`src/rtl/sfd_pkg.sv`:
```
package sfd_pkg;

	localparam int BYTE_W  = 8;
	localparam int CFG_W   = 5;
	localparam int IDX_W   = 4;
	localparam int VAL_W   = 16;

	localparam int MAX_SENSORS_DEF = 16;
	localparam int CHUNK_LIMIT_DEF = 255;

	localparam logic [CFG_W-1:0] SENSOR_COUNT_RST = CFG_W'(16);

	localparam logic [BYTE_W-1:0] START_BYTE   = 8'h02;
	localparam logic [BYTE_W-1:0] COMMA_BYTE   = 8'h2C;
	localparam logic [BYTE_W-1:0] NEWLINE_BYTE = 8'h0A;

	typedef enum logic [2:0] {
		MODE_HUNT    = 3'b001,
		MODE_FIELD   = 3'b010,
		MODE_DISCARD = 3'b100
	} mode_t;

	typedef struct packed {
		logic [BYTE_W-1:0] data_byte;
		logic              end_of_chunk;
	} item_t;

	typedef struct packed {
		logic [IDX_W-1:0] sensor_index;
		logic [VAL_W-1:0] sensor_value;
		logic             last_sensor;
	} result_t;

	// Handshake between the pipeline stages.
	typedef struct packed {
		logic go;       // the item in stage one is consumed this cycle
		logic has_res;  // that item produces a result
	} step_t;

endpackage

```
`src/rtl/sensor_frame_deframer_unit.sv`:
```
// Channel   Direction  Handshake                  Payload
// input     in         in_valid / in_stall        data_byte, end_of_chunk
// result    out        out_valid / out_stall      sensor_index, sensor_value, last_sensor
// config    in         cfg_valid / cfg_ready      sensor_count
//
// One byte is accepted per cycle while in_stall is low; the result register takes a byte's result
// as the byte leaves the input register, and the parser update between the two is combinational.
// Reset is asynchronous and active low; the parser returns to the hunt with a count of 16.
// While the result register is held by out_stall, bytes that yield no result keep flowing;
// in_stall rises while the byte in the input register would also produce a result.
module sensor_frame_deframer_unit #(
	parameter int MAX_SENSORS = sfd_pkg::MAX_SENSORS_DEF,
	parameter int CHUNK_LIMIT = sfd_pkg::CHUNK_LIMIT_DEF
) (
	input  logic                        clk,
	input  logic                        arst_n,
	input  logic                        in_valid,
	output logic                        in_stall,
	input  logic [sfd_pkg::BYTE_W-1:0]  data_byte,
	input  logic                        end_of_chunk,
	output logic                        out_valid,
	input  logic                        out_stall,
	output logic [sfd_pkg::IDX_W-1:0]   sensor_index,
	output logic [sfd_pkg::VAL_W-1:0]   sensor_value,
	output logic                        last_sensor,
	input  logic                        cfg_valid,
	output logic                        cfg_ready,
	input  logic [sfd_pkg::CFG_W-1:0]   sensor_count
);
	import sfd_pkg::*;

	item_t   in_item, s1_item;
	logic    s1_valid;
	logic    has_res;
	logic    out_free;
	result_t res, out_res;
	step_t   ctl;

	assign in_item.data_byte    = data_byte;
	assign in_item.end_of_chunk = end_of_chunk;

	assign cfg_ready = 1'b1;

	// A request leaves stage one unless its result has nowhere to go.
	assign ctl.has_res = has_res;
	assign ctl.go      = s1_valid && (!has_res || out_free);

	sfd_in_stage u_in (
		.clk      (clk),
		.arst_n   (arst_n),
		.in_valid (in_valid),
		.in_stall (in_stall),
		.in_item  (in_item),
		.go       (ctl.go),
		.s1_valid (s1_valid),
		.s1_item  (s1_item)
	);

	sfd_parse #(
		.MAX_SENSORS (MAX_SENSORS),
		.CHUNK_LIMIT (CHUNK_LIMIT)
	) u_parse (
		.clk       (clk),
		.arst_n    (arst_n),
		.cfg_write (cfg_valid && cfg_ready),
		.cfg_data  (sensor_count),
		.item      (s1_item),
		.step      (ctl.go),
		.has_res   (has_res),
		.res       (res)
	);

	sfd_out_stage u_out (
		.clk       (clk),
		.arst_n    (arst_n),
		.ctl       (ctl),
		.res       (res),
		.out_free  (out_free),
		.out_valid (out_valid),
		.out_stall (out_stall),
		.out_res   (out_res)
	);

	assign sensor_index = out_res.sensor_index;
	assign sensor_value = out_res.sensor_value;
	assign last_sensor  = out_res.last_sensor;

endmodule

```
`src/rtl/sfd_in_stage.sv`:
```
module sfd_in_stage (
	input  logic           clk,
	input  logic           arst_n,
	input  logic           in_valid,
	output logic           in_stall,
	input  sfd_pkg::item_t in_item,
	input  logic           go,
	output logic           s1_valid,
	output sfd_pkg::item_t s1_item
);
	import sfd_pkg::*;

	logic  valid_s1;
	item_t item_s1;

	// Stage one may be refilled in the same cycle that its request moves on.
	assign in_stall = valid_s1 && !go;

	always_ff @(posedge clk or negedge arst_n) begin
		if (!arst_n) begin
			valid_s1 <= 1'b0;
		end else if (!in_stall) begin
			valid_s1 <= in_valid;
		end
	end

	always_ff @(posedge clk) begin
		if (in_valid && !in_stall) begin
			item_s1 <= in_item;
		end
	end

	assign s1_valid = valid_s1;
	assign s1_item  = item_s1;

endmodule

```
`src/rtl/sfd_parse.sv`:
```
module sfd_parse #(
	parameter int MAX_SENSORS = sfd_pkg::MAX_SENSORS_DEF,
	parameter int CHUNK_LIMIT = sfd_pkg::CHUNK_LIMIT_DEF
) (
	input  logic                        clk,
	input  logic                        arst_n,
	input  logic                        cfg_write,
	input  logic [sfd_pkg::CFG_W-1:0]   cfg_data,
	input  sfd_pkg::item_t              item,
	input  logic                        step,
	output logic                        has_res,
	output sfd_pkg::result_t            res
);
	import sfd_pkg::*;

	localparam int NS_W  = $clog2(MAX_SENSORS + 1);
	localparam int POS_W = $clog2(CHUNK_LIMIT + 1);
	localparam int CW    = ((NS_W > CFG_W) ? NS_W : CFG_W) + 1;

	mode_t             mode_q, mode_d;
	logic [1:0]        fbc_q, fbc_d;
	logic [BYTE_W-1:0] high_q, low_q;
	logic [NS_W-1:0]   next_q, next_d;
	logic [POS_W-1:0]  pos_q, pos_d;
	logic [CFG_W-1:0]  count_q;

	logic          in_window;
	logic          is_term;
	logic [CW-1:0] cfg_ext, cnt, next_inc;
	logic          last;
	logic          load_high, load_low;

	assign in_window = pos_q < POS_W'(CHUNK_LIMIT);
	assign is_term   = (item.data_byte == COMMA_BYTE) || (item.data_byte == NEWLINE_BYTE);

	// A count of zero behaves as one and anything above the capacity is clamped.
	assign cfg_ext  = CW'(count_q);
	always_comb begin
		if (cfg_ext == '0) begin
			cnt = CW'(1);
		end else if (cfg_ext > CW'(MAX_SENSORS)) begin
			cnt = CW'(MAX_SENSORS);
		end else begin
			cnt = cfg_ext;
		end
	end
	assign next_inc = CW'(next_q) + CW'(1);
	assign last     = next_inc >= cnt;

	assign has_res = in_window && (mode_q == MODE_FIELD) && is_term && (fbc_q == 2'd2);

	assign res.sensor_index = IDX_W'(next_q);
	assign res.sensor_value = {high_q, low_q};
	assign res.last_sensor  = last;

	always_comb begin
		mode_d    = mode_q;
		fbc_d     = fbc_q;
		next_d    = next_q;
		pos_d     = pos_q;
		load_high = 1'b0;
		load_low  = 1'b0;
		if (in_window) begin
			pos_d = pos_q + POS_W'(1);
			case (mode_q)
				MODE_HUNT: begin
					if (item.data_byte == START_BYTE) begin
						mode_d = MODE_FIELD;
						fbc_d  = 2'd0;
					end else if (item.data_byte == NEWLINE_BYTE) begin
						mode_d = MODE_DISCARD;
					end
				end
				MODE_FIELD: begin
					if (is_term) begin
						if (fbc_q == 2'd2) begin
							next_d = NS_W'(next_inc);
							fbc_d  = 2'd0;
							if (last) begin
								mode_d = MODE_DISCARD;
							end
						end else begin
							mode_d = MODE_DISCARD;
						end
					end else if (fbc_q == 2'd0) begin
						load_high = 1'b1;
						fbc_d     = 2'd1;
					end else if (fbc_q == 2'd1) begin
						load_low = 1'b1;
						fbc_d    = 2'd2;
					end else begin
						mode_d = MODE_DISCARD;
					end
				end
				default: begin
				end
			endcase
		end
		// The chunk end always returns the parser to a clean hunt.
		if (item.end_of_chunk) begin
			mode_d = MODE_HUNT;
			fbc_d  = 2'd0;
			next_d = '0;
			pos_d  = '0;
		end
	end

	always_ff @(posedge clk or negedge arst_n) begin
		if (!arst_n) begin
			mode_q  <= MODE_HUNT;
			fbc_q   <= 2'd0;
			next_q  <= '0;
			pos_q   <= '0;
			count_q <= SENSOR_COUNT_RST;
		end else begin
			if (step) begin
				mode_q <= mode_d;
				fbc_q  <= fbc_d;
				next_q <= next_d;
				pos_q  <= pos_d;
			end
			if (cfg_write) begin
				count_q <= cfg_data;
			end
		end
	end

	always_ff @(posedge clk) begin
		if (step && load_high) begin
			high_q <= item.data_byte;
		end
		if (step && load_low) begin
			low_q <= item.data_byte;
		end
	end

endmodule

```
`src/rtl/sfd_out_stage.sv`:
```
module sfd_out_stage (
	input  logic             clk,
	input  logic             arst_n,
	input  sfd_pkg::step_t   ctl,
	input  sfd_pkg::result_t res,
	output logic             out_free,
	output logic             out_valid,
	input  logic             out_stall,
	output sfd_pkg::result_t out_res
);
	import sfd_pkg::*;

	logic    valid_q;
	result_t res_q;
	logic    load;

	assign out_free = !valid_q || !out_stall;
	assign load     = ctl.go && ctl.has_res;

	always_ff @(posedge clk or negedge arst_n) begin
		if (!arst_n) begin
			valid_q <= 1'b0;
		end else if (load) begin
			valid_q <= 1'b1;
		end else if (!out_stall) begin
			valid_q <= 1'b0;
		end
	end

	always_ff @(posedge clk) begin
		if (load) begin
			res_q <= res;
		end
	end

	assign out_valid = valid_q;
	assign out_res   = res_q;

endmodule

```
`config.mk`:
```
export PLATFORM = sky130hd
export DESIGN_NAME = sensor_frame_deframer_unit
export DESIGN_NICKNAME = d
export VERILOG_FILES = /design/src/rtl/sfd_pkg.sv /design/src/rtl/sensor_frame_deframer_unit.sv /design/src/rtl/sfd_in_stage.sv /design/src/rtl/sfd_parse.sv /design/src/rtl/sfd_out_stage.sv
export SDC_FILE = /design/constraint.sdc
export NUM_CORES = 1
export LEC_CHECK = 0
export ABC_AREA = 0
export BUFFER_PORTS_ARGS = -buffer_cell sky130_fd_sc_hd__buf_2
export CAP_MARGIN = 20
export CELL_PAD_IN_SITES_DETAIL_PLACEMENT = 1
export CELL_PAD_IN_SITES_GLOBAL_PLACEMENT = 2
export CORE_ASPECT_RATIO = 2
export CORE_MARGIN = 4
export CORE_UTILIZATION = 42
export DETAILED_ROUTE_END_ITERATION = 10
export HOLD_SLACK_MARGIN = 0.08
export PLACE_DENSITY_LB_ADDON = 0.1
export SLEW_MARGIN = 10
export SYNTH_ARGS = -nofsm -noshare
export SYNTH_HDL_FRONTEND = slang
export SYNTH_SLANG_ARGS = --single-unit
```
`constraint.sdc`:
```
create_clock -name clk -period 6 [get_ports clk]
set_input_delay 0.9 -clock clk [delete_from_list [all_inputs] [get_ports clk]]
set_output_delay 0.9 -clock clk [all_outputs]
set_load 0.01 [all_outputs]
```
=== After elaboration in Yosys (flattened, before gate mapping) ===
Cells that the tools add are included.

* Add/sub/neg operators: 2
* Equality and inequality tests: 15
* Magnitude comparators: 3
* Muxes and demuxes: 38
* Reductions and logical operators: 28

{| class="wikitable"
|+ Operators by type and width
! operator !! count
|-
| $mux W5 || 7
|-
| $mux W3 || 9
|-
| $mux W8 || 2
|-
| $mux W2 || 7
|-
| $mux W1 || 11
|-
| $logic_and A1 B1 Y1 || 9
|-
| $add A8 B1 Y8 const B || 1
|-
| $eq A8 B2 Y1 const B || 1
|-
| $eq A8 B4 Y1 const B || 1
|-
| $eq A8 B6 Y1 const B || 1
|-
| $lt A8 B8 Y1 const B || 1
|-
| $ne A4 B3 Y1 const B || 2
|-
| $reduce_bool A2 Y1 || 4
|-
| $reduce_and A7 Y1 || 1
|-
| $add A5 B1 Y6 const B || 1
|-
| $ge A6 B5 Y1 || 1
|-
| $logic_not A6 Y1 || 1
|-
| $pmux W3 S2 || 1
|-
| $reduce_and A6 Y1 || 1
|-
| $gt A5 B5 Y1 const B || 1
|-
| $logic_not A1 Y1 || 5
|-
| $ne A5 B4 Y1 const B || 1
|-
| $ne A5 B5 Y1 const B || 1
|-
| $reduce_and A5 Y1 || 1
|-
| 13 further kinds || 15
|}

* Register bits after elaboration: 71
* Output and inout port bits: 24
* Input bits: 19

=== Longest topological paths before layout ===
Gate-level depths: netlist (run 1).

* Word-level depth: 11
* Depth in mapped cells: 10

=== Modules after synthesis ===
A second synthesis (run 1) with hierarchy kept.

* Cell total of the unflattened synthesis: 224
* Area, all modules: 3001.6 um2

{| class="wikitable"
|+ By module, submodules not included
! module !! area an instance (um2) !! instances !! sequential area each (um2) !! cells each
|-
| sfd_parse || 1976.9 || 1 || 1058.5 || 181
|-
| sfd_out_stage || 674.4 || 1 || 655.6 || 25
|-
| sfd_in_stage || 327.8 || 1 || 295.3 || 14
|-
| sensor_frame_deframer_unit || 22.5 || 1 || 0.0 || 4
|}

=== Least setup slack after synthesis (run 1) ===
OpenSTA, ideal clock, no wires.

* Kind: register -> register
* Start: register u_parse.mode_q[2]
* End: register u_out.res_q (netlist bit u_out.out_res[0]), enable pin
* Arrival time: 2.659 ns
* Path buffers: 0
* Cell stages (with the launch flop): 6
* Path slack: 2.935 ns
* Required time: 5.594 ns
* Path through: dfrtp_1 nor3b_1 o41ai_4 nor3_1 nand2_1 a21oi_1

* Word-level cells in the longest chain between the ends: 8

{| class="wikitable"
|+ Ends and longest elaborated chain
! what !! line !! source
|-
| start, declared || sfd_parse.sv:20 || <nowiki>mode_t mode_q, mode_d;</nowiki>
|-
| start signal, assigned || sfd_parse.sv:117 || <nowiki>mode_q <= mode_d;</nowiki>
|-
| $eq A3 B2 Y1 (*) || sfd_parse.sv:50 || <nowiki>assign has_res = in_window && (mode_q == MODE_FIELD) && is_term && (fbc_q == 2'd2);</nowiki>
|-
| $logic_and A1 B1 Y1 (*) (3 in series) || sfd_parse.sv:50 ||
|-
| $logic_not A1 Y1 || sensor_frame_deframer_unit.sv:46 || <nowiki>assign ctl.go = s1_valid && (!has_res || out_free);</nowiki>
|-
| $logic_or A1 B1 Y1 || sensor_frame_deframer_unit.sv:46 ||
|-
| $logic_and A1 B1 Y1 || sensor_frame_deframer_unit.sv:46 ||
|-
| $logic_and A1 B1 Y1 (*) || sfd_out_stage.sv:18 || <nowiki>assign load = ctl.go && ctl.has_res;</nowiki>
|-
| net u_out.load || sfd_out_stage.sv:15 || <nowiki>logic load;</nowiki>
|-
| end signal, assigned || sfd_out_stage.sv:32 || <nowiki>res_q <= res;</nowiki>
|-
| end, declared || sfd_out_stage.sv:14 || <nowiki>result_t res_q;</nowiki>
|}

The timed path passes the listed nets; every way through them passes the cells marked *.
A chain may end at the register's enable or synchronous reset.

=== Final worst setup path (run 1) ===
* Start: register u_parse.mode_q[2]
* End: output in_stall

* Word-level cells in the longest chain between the ends: 9

{| class="wikitable"
|+ Ends and longest elaborated chain
! what !! line !! source
|-
| $eq A3 B2 Y1 || sfd_parse.sv:50 ||
|-
| $logic_and A1 B1 Y1 (3 in series) || sfd_parse.sv:50 ||
|-
| $logic_not A1 Y1 || sensor_frame_deframer_unit.sv:46 ||
|-
| $logic_or A1 B1 Y1 || sensor_frame_deframer_unit.sv:46 ||
|-
| $logic_and A1 B1 Y1 || sensor_frame_deframer_unit.sv:46 ||
|-
| $logic_not A1 Y1 || sfd_in_stage.sv:17 || <nowiki>assign in_stall = valid_s1 && !go;</nowiki>
|-
| $logic_and A1 B1 Y1 || sfd_in_stage.sv:17 ||
|-
| end, declared || sensor_frame_deframer_unit.sv:18 || <nowiki>output logic in_stall,</nowiki>
|}

No other way between the ends.

==> impl_metrics.yaml, run 1 <==
outcome:
  status: "finished clean"
floorplanning:
  start_util: 0.432
  die_area_um2: 8630
  dieWidth_um: 67.7
  core-area_um2: 6940
  io_pins: 43
  fp.dieH_um: 127
  fp-row-count: 43
sta:
  slew_violations: 0
  max_freq_mhz: 281
  post-route-min-period_ps: 3560
  final-hold-violation-count: 0
  clock-skew-final_ps: 6.28
  fin_setup_tns_ps: 0
  worst_pin_slew_ps: 1160
  slew_headroom: 0.222
  finalSetupViolations: 0
  fin_crit_sh: 0.594
  rsz0062_at_grt: "false"
final_layout:
  layout_common_cells: "edfxtp_1 (46), buf_2 (42), nand2_1 (23), dfrtp_1 (23), nor2_1 (17)"
  final_layout_size_suffix_gt1_frac: 0.253
  fin_area_um2: 3660
  final_cells: 363
  fillerInstances: 714
  final_common_cell: "edfxtp_1"
  diodes: 0
  fin_nets: 294
  final_util: 0.527
  syn2layout_area_growth_pct: 22.2
logic_synthesis:
  synth_top_area_cell: "edfxtp_1"
  synth_top_area_frac: 0.461
  synth_cells: 220
  yosysWarnings: 0
  ys_seq_area_frac: 0.671
  post_synth_num_cell_types: 49
  syn_nets: 246
  ys_seq_elements: 71
  syn-cell-area_um2: 3000
  synth-xor-area-share: 0.00877
  muxShareOfSynthArea: 0.0188
  synth-simple-area-share: 0.123
  ys_top_cells_by_area: "edfxtp_1 (46%), dfrtp_1 (19%), ha_1 (2.9%)"
  synth-edff-count: 46
  synthAdderAreaFrac: 0.0292
  synth_compound_area_frac: 0.135
  synth_top_family_by_area: "compound AO/OA/AOI/OAI gates"
  async_flop_share: 0.352
  avgSynthCellArea_um2: 13.6
  synth_ff_type: "edfxtp_1"
place:
  io_buffers: 41
  placed_cell_area_um2: 3290
  dp_hpwl_um: 4830
  place_congestion: 0.775
  place_inst: 346
global_route:
  antenna_found_initial: 0
  grt_use_total: 0.167
  grt_pass1_wl_um: 10300
  grt_pass1_vias: 2107
  grt_max_degree: 26
  gr-total-overflow: 0
worst_hold_path:
  hp-class: "register to register"
  min_path_cells: 0
setup_path:
  cp-end-kind: "output port"
  worst-r2r-cell-count: 5
  worst-setup-path-type: "register to output port"
  setup.worst_path.start_class: "register"
  required_ps: 5100
  regToRegSetupSlack_ps: 2900
  worstPathMaxFanout: 7
  worstPathArrival_ps: 2660
routing:
  ant_nets: 0
  route.detailed.drc: 0
  drt-vias-per-instance: 5.38
  drt-total-wl_um: 6320
  dr_total_vias: 1953
  first_pass_iters: 7
  initialDrtViolationCount: 82
  wl_per_cell_um: 17.4
flow_run:
  maxCapViolations: 0
clocking:
  cts_buffers: 9
  cts_setup_buffers: 0
  postCtsHoldBufs: 0
  clock_sink_count: 71
  insertion_delay_ps: 330
  postCtsResizedCells: 0
  cts_tree: "done"
  clk_pin_slew_ps: 60
  cts_htree_levels: 3
  cts.path.max_buffers: 2
  ctsRootBufferMaster: "clkbuf_16"
power_and_ir_drop:
  ir_worst_vdd_uv: 175
  p_leak_uw: 0.00144
  power_density_nw_per_um2: 347
[stage by stage]
step	hold WS (ps)	total power (uW)	setup WS (ps)
after floorplan	400	613	2940
after global placement	403	640	2820
after detailed placement	406	642	2770
after CTS	419	1280	2420
after global routing	434	1320	2230
final	418	1270	2440
[final cells by class]
| cell class | count | area (um2) | share of cell area |
|---|---|---|---|
| Clock inverter | 6 | 133 | 0.0362 |
| Inverter | 4 | 15.0 | 0.00410 |
| Multi-Input combinational cell | 140 | 952 | 0.260 |
| Sequential cell | 71 | 2010 | 0.549 |
| Clock buffer | 10 | 229 | 0.0625 |
| Tap cell | 90 | 113 | 0.0308 |
| Timing Repair Buffer | 42 | 210 | 0.0574 |
[flip-flops by register name (all words and copies together) (netlist names)]
name	flops
u_parse.high_q	8
u_in.s1_item	9
u_parse.low_q	8
u_parse.pos_q	8
u_parse.mode_q	3
u_in.s1_valid	1
u_parse.next_q	5
u_out.out_res	21
u_parse.fbc_q	2
u_parse.count_q	5
u_out.out_valid	1
[synthesized netlist by cell type, types with 2 or more instances]
master and number:
a41oi_1 2, and2_1 2, edfxtp_1 46, a31oi_1 4
nor3_1 10, dfrtp_1 23, nand2_1 23, mux2_2 4
inv_1 4, and3_1 2, nand4_1 2, clkbuf_1 3
dfstp_2 2, xnor2_1 2, a21oi_1 7, nor4_1 2
a22o_1 4, ha_1 7, o21ai_0 11, a32o_1 3
o2bb2ai_1 2, or3_1 2, nor3b_1 2, a32oi_1 2
nand3_1 3, o211ai_1 3, o41ai_4 2, nand2b_1 3
nor2_1 17, a21o_1 2
[power by group]
| part | switching, uW | total (uW) | leakage, uW | internal, uW |
|---|---|---|---|---|
| Combinational | 38.4 | 68.7 | 0.000531 | 30.3 |
| Sequential | 22.0 | 564 | 0.000739 | 542 |
| Clock | 191 | 638 | 0.000174 | 447 |
| Total | 252 | 1270 | 0.00144 | 1020 |
[per-layer routing]
| metal | up-vias | wire (um) | GRT usage |
|---|---|---|---|
| met5 | - | 0 | 0 |
| met4 | 0 | 163 | 0.0825 |
| met3 | 10 | 255 | 0.0528 |
| met2 | 46 | 3640 | 0.294 |
| met1 | 958 | 2270 | 0.169 |
| li1 | 939 | - | - |
[cell families (layout without fill, tap and decap cells)]
logic type,after synthesis,count (layout)
compound gates,50,50
xor+xnor,3,3
fa+ha+maj,7,7
buf+inv,9,62
flops,71,71
mux,5,5
other cells,1,1
simple gates,74,74
[path summary, 6_finish.rpt]
check / startpoint / to
max: u_parse.mode_q[2] / in_stall
min: u_parse.low_q[5] / u_out.out_res[6]
min reg2reg: u_parse.low_q[5] / u_out.out_res[6]
max in group asynchronous: arst_n / u_parse.pos_q[3]
max reg2reg: u_parse.mode_q[2] / u_out.out_res[1]
min in group asynchronous: arst_n / u_parse.count_q[0]
[critical path, stage by stage (launching register included)]
cell and delay (ps):
dfrtp_1 420, nor3b_1 530, o41ai_4 270, nor3_1 490, nand2_1 210, nor2_1 230, buf_2 180
Note: power is estimated with default switching activity, not from simulation.
==> run 2: changes to the inputs <==
--- a/config.mk
+++ b/config.mk
@@ -5,14 +5,14 @@
 export SDC_FILE = /design/constraint.sdc
 export NUM_CORES = 1
 export LEC_CHECK = 0
-export ABC_AREA = 0
+export ABC_AREA = 1
 export BUFFER_PORTS_ARGS = -buffer_cell sky130_fd_sc_hd__buf_2
 export CAP_MARGIN = 20
 export CELL_PAD_IN_SITES_DETAIL_PLACEMENT = 1
 export CELL_PAD_IN_SITES_GLOBAL_PLACEMENT = 2
 export CORE_ASPECT_RATIO = 2
 export CORE_MARGIN = 4
-export CORE_UTILIZATION = 42
+export CORE_UTILIZATION = 33
 export DETAILED_ROUTE_END_ITERATION = 10
 export HOLD_SLACK_MARGIN = 0.08
 export PLACE_DENSITY_LB_ADDON = 0.1
==> constraint.sdc (replaced) <==
create_clock -name clk -period 2.9 [get_ports clk]
set_input_delay 0.435 -clock clk [delete_from_list [all_inputs] [get_ports clk]]
set_output_delay 0.435 -clock clk [all_outputs]
set_load 0.01 [all_outputs]
==> impl_metrics.yaml, run 2 <==
routing:
  wl_per_cell_um: 15.0
  route.detailed.drc: 0
  first_pass_iters: 4
  initialDrtViolationCount: 100
  ant_nets: 0
  dr_total_vias: 2221
  drt-total-wl_um: 7360
  drt-vias-per-instance: 4.51
floorplanning:
  fp-row-count: 50
  core-area_um2: 9450
  fp.dieH_um: 147
  io_pins: 43
  dieWidth_um: 77.7
  start_util: 0.339
  die_area_um2: 11400
clocking:
  ctsRootBufferMaster: "clkbuf_16"
  clock_sink_count: 71
  cts_buffers: 9
  insertion_delay_ps: 330
  cts_tree: "done"
  postCtsHoldBufs: 0
  cts_htree_levels: 3
  cts_setup_buffers: 0
  cts.path.max_buffers: 2
  clk_pin_slew_ps: 60
  postCtsResizedCells: 0
final_layout:
  final_layout_size_suffix_gt1_frac: 0.246
  final_common_cell: "nand2_1"
  diodes: 0
  final_cells: 492
  fillerInstances: 1065
  fin_nets: 383
  syn2layout_area_growth_pct: 20.9
  layout_common_cells: "nand2_1 (60), edfxtp_1 (46), buf_2 (41), inv_1 (36), nor2_1 (29)"
  largest_reg_flops: 21
logic_synthesis:
  syn_nets: 330
  ys_top_cells_by_area: "edfxtp_1 (43%), dfrtp_1 (18%), nand2_1 (7.0%)"
  post_synth_num_cell_types: 31
  synth_top_area_cell: "edfxtp_1"
  ys_seq_area_frac: 0.627
  async_flop_share: 0.352
  yosysWarnings: 0
  syn-cell-area_um2: 3200
  synth-edff-count: 46
  synth_top_area_frac: 0.431
  synth_cells: 304
  synth_commonest_cells: "nand2_1 (60), edfxtp_1 (46), inv_1 (36), nor2_1 (29), nand3_1 (27)"
  synth_ff_type: "edfxtp_1"
  synth.most_common_cell: "nand2_1"
  ys_seq_elements: 71
  avgSynthCellArea_um2: 10.5
sta:
  setup_slack_ps: 624
  fin_setup_tns_ps: 0
  max_freq_mhz: 439
  rsz0062_at_grt: "false"
  slew_headroom: 0.605
  fin_crit_sh: 0.785
  finalSetupViolations: 0
  post-route-min-period_ps: 2280
  worst_pin_slew_ps: 593
  final-hold-violation-count: 0
  slew_violations: 0
  clock-skew-final_ps: 7.77
setup_path:
  critPathCapture: "u_parse.mode_q[1]"
  setup.worst_path.start_class: "register"
  required_ps: 3120
  startpoint: "u_parse.next_q[0]"
  regToRegSetupSlack_ps: 620
  r2r_end: "u_parse.mode_q[1]"
  worst-setup-path-type: "register to register"
  worst-r2r-cell-count: 12
  cp-end-kind: "register"
  r2r_start: "u_parse.next_q[0]"
  worstPathArrival_ps: 2500
  worstPathMaxFanout: 6
place:
  place_inst: 476
  dp_hpwl_um: 5800
  dpl_worst_slack_ps: 614
  io_buffers: 41
  place_congestion: 0.811
worst_hold_path:
  hp-class: "primary input to async pin"
global_route:
  use_met2: 0.279
  grt_pass1_vias: 2399
  grt_use_met1: 0.128
  grt_use_total: 0.140
  grt_busiest_layer: "met2"
  antenna_found_initial: 0
  met3_usage: 0.0301
  grt_max_degree: 26
  gr-total-overflow: 0
  grt_pass1_wl_um: 12000
power_and_ir_drop:
  ir_worst_vdd_uv: 278
  power_uw: 2360
  p_leak_uw: 0.00172
  power_density_nw_per_um2: 609
flow_run:
  maxCapViolations: 0
outcome:
  status: "finished clean"
run 2: cell types whose count changed after synthesis, moves of 4 or more:
cell     delta
a22o_1      -4
mux2_2      -4
o21ai_0     +5
xor2_1      +5
nor2_1     +12
nand2_4     +5
inv_1      +32
nor2_4      +4
nand2_2     +4
a21oi_1     -4
nand3_1    +24
o21ai_1     +4
nand2_1    +37
run 2: critical path: stages, from the launching register on:
cell,delay (ps)
dfrtp_1,450
ha_1,260
nand3_1,110
xor2_1,150
inv_1,80
ha_1,290
and3_1,180
nand2_1,60
nand3_1,160
o21ai_0,210
nor2_1,80
nand3_1,90
nand2_1,50
run 2: cells by family after synthesis:
family          share of synthesized area
buf+inv                            0.0547
flops                               0.627
fa+ha+maj                          0.0273
simple gates                        0.235
other cells                       0.00117
xor+xnor                           0.0164
compound gates                     0.0379
run 2: per-stage QoR:
stage	hold slack, ps	util	instance area, um2
finish	103	0.410	3870
global route	136	0.410	3870
CTS	121	0.410	3870
detailed placement	406	0.380	3590
global placement	402	0.380	3590
floorplan	139	-	3210
run 2: layout make-up:
cell class / count / area [um2] / share of cell area
multi-input combinational: 189 / 1020 / 0.264
tap: 130 / 163 / 0.0420
clock buffer: 10 / 239 / 0.0617
clock inverter: 6 / 43.8 / 0.0113
timing repair buffer: 46 / 243 / 0.0626
sequential: 71 / 2010 / 0.519
inverter: 40 / 153 / 0.0394
run 2: worst min path at each step:
stage	start	to	slack [ps]
final	arst_n	u_parse.pos_q[5]	100
after global routing	arst_n	u_parse.pos_q[3]	140
after detailed placement	u_parse.high_q[7]	u_out.out_res[16]	410
after floorplan	arst_n	u_in.s1_valid	140
after global placement	u_parse.high_q[6]	u_out.out_res[15]	400
after CTS	arst_n	u_parse.pos_q[5]	120
run 2: routing by layer:
metal / share of wire / routed length [um]
met3: 0.026 / 189
met5: 0 / 0
met2: 0.60 / 4400
met4: 0.027 / 198
met1: 0.35 / 2580
run 2: power breakdown:
group	internal [uW]	switching (uW)
registers	1120	28.5
logic	61.1	116
clock network	605	429
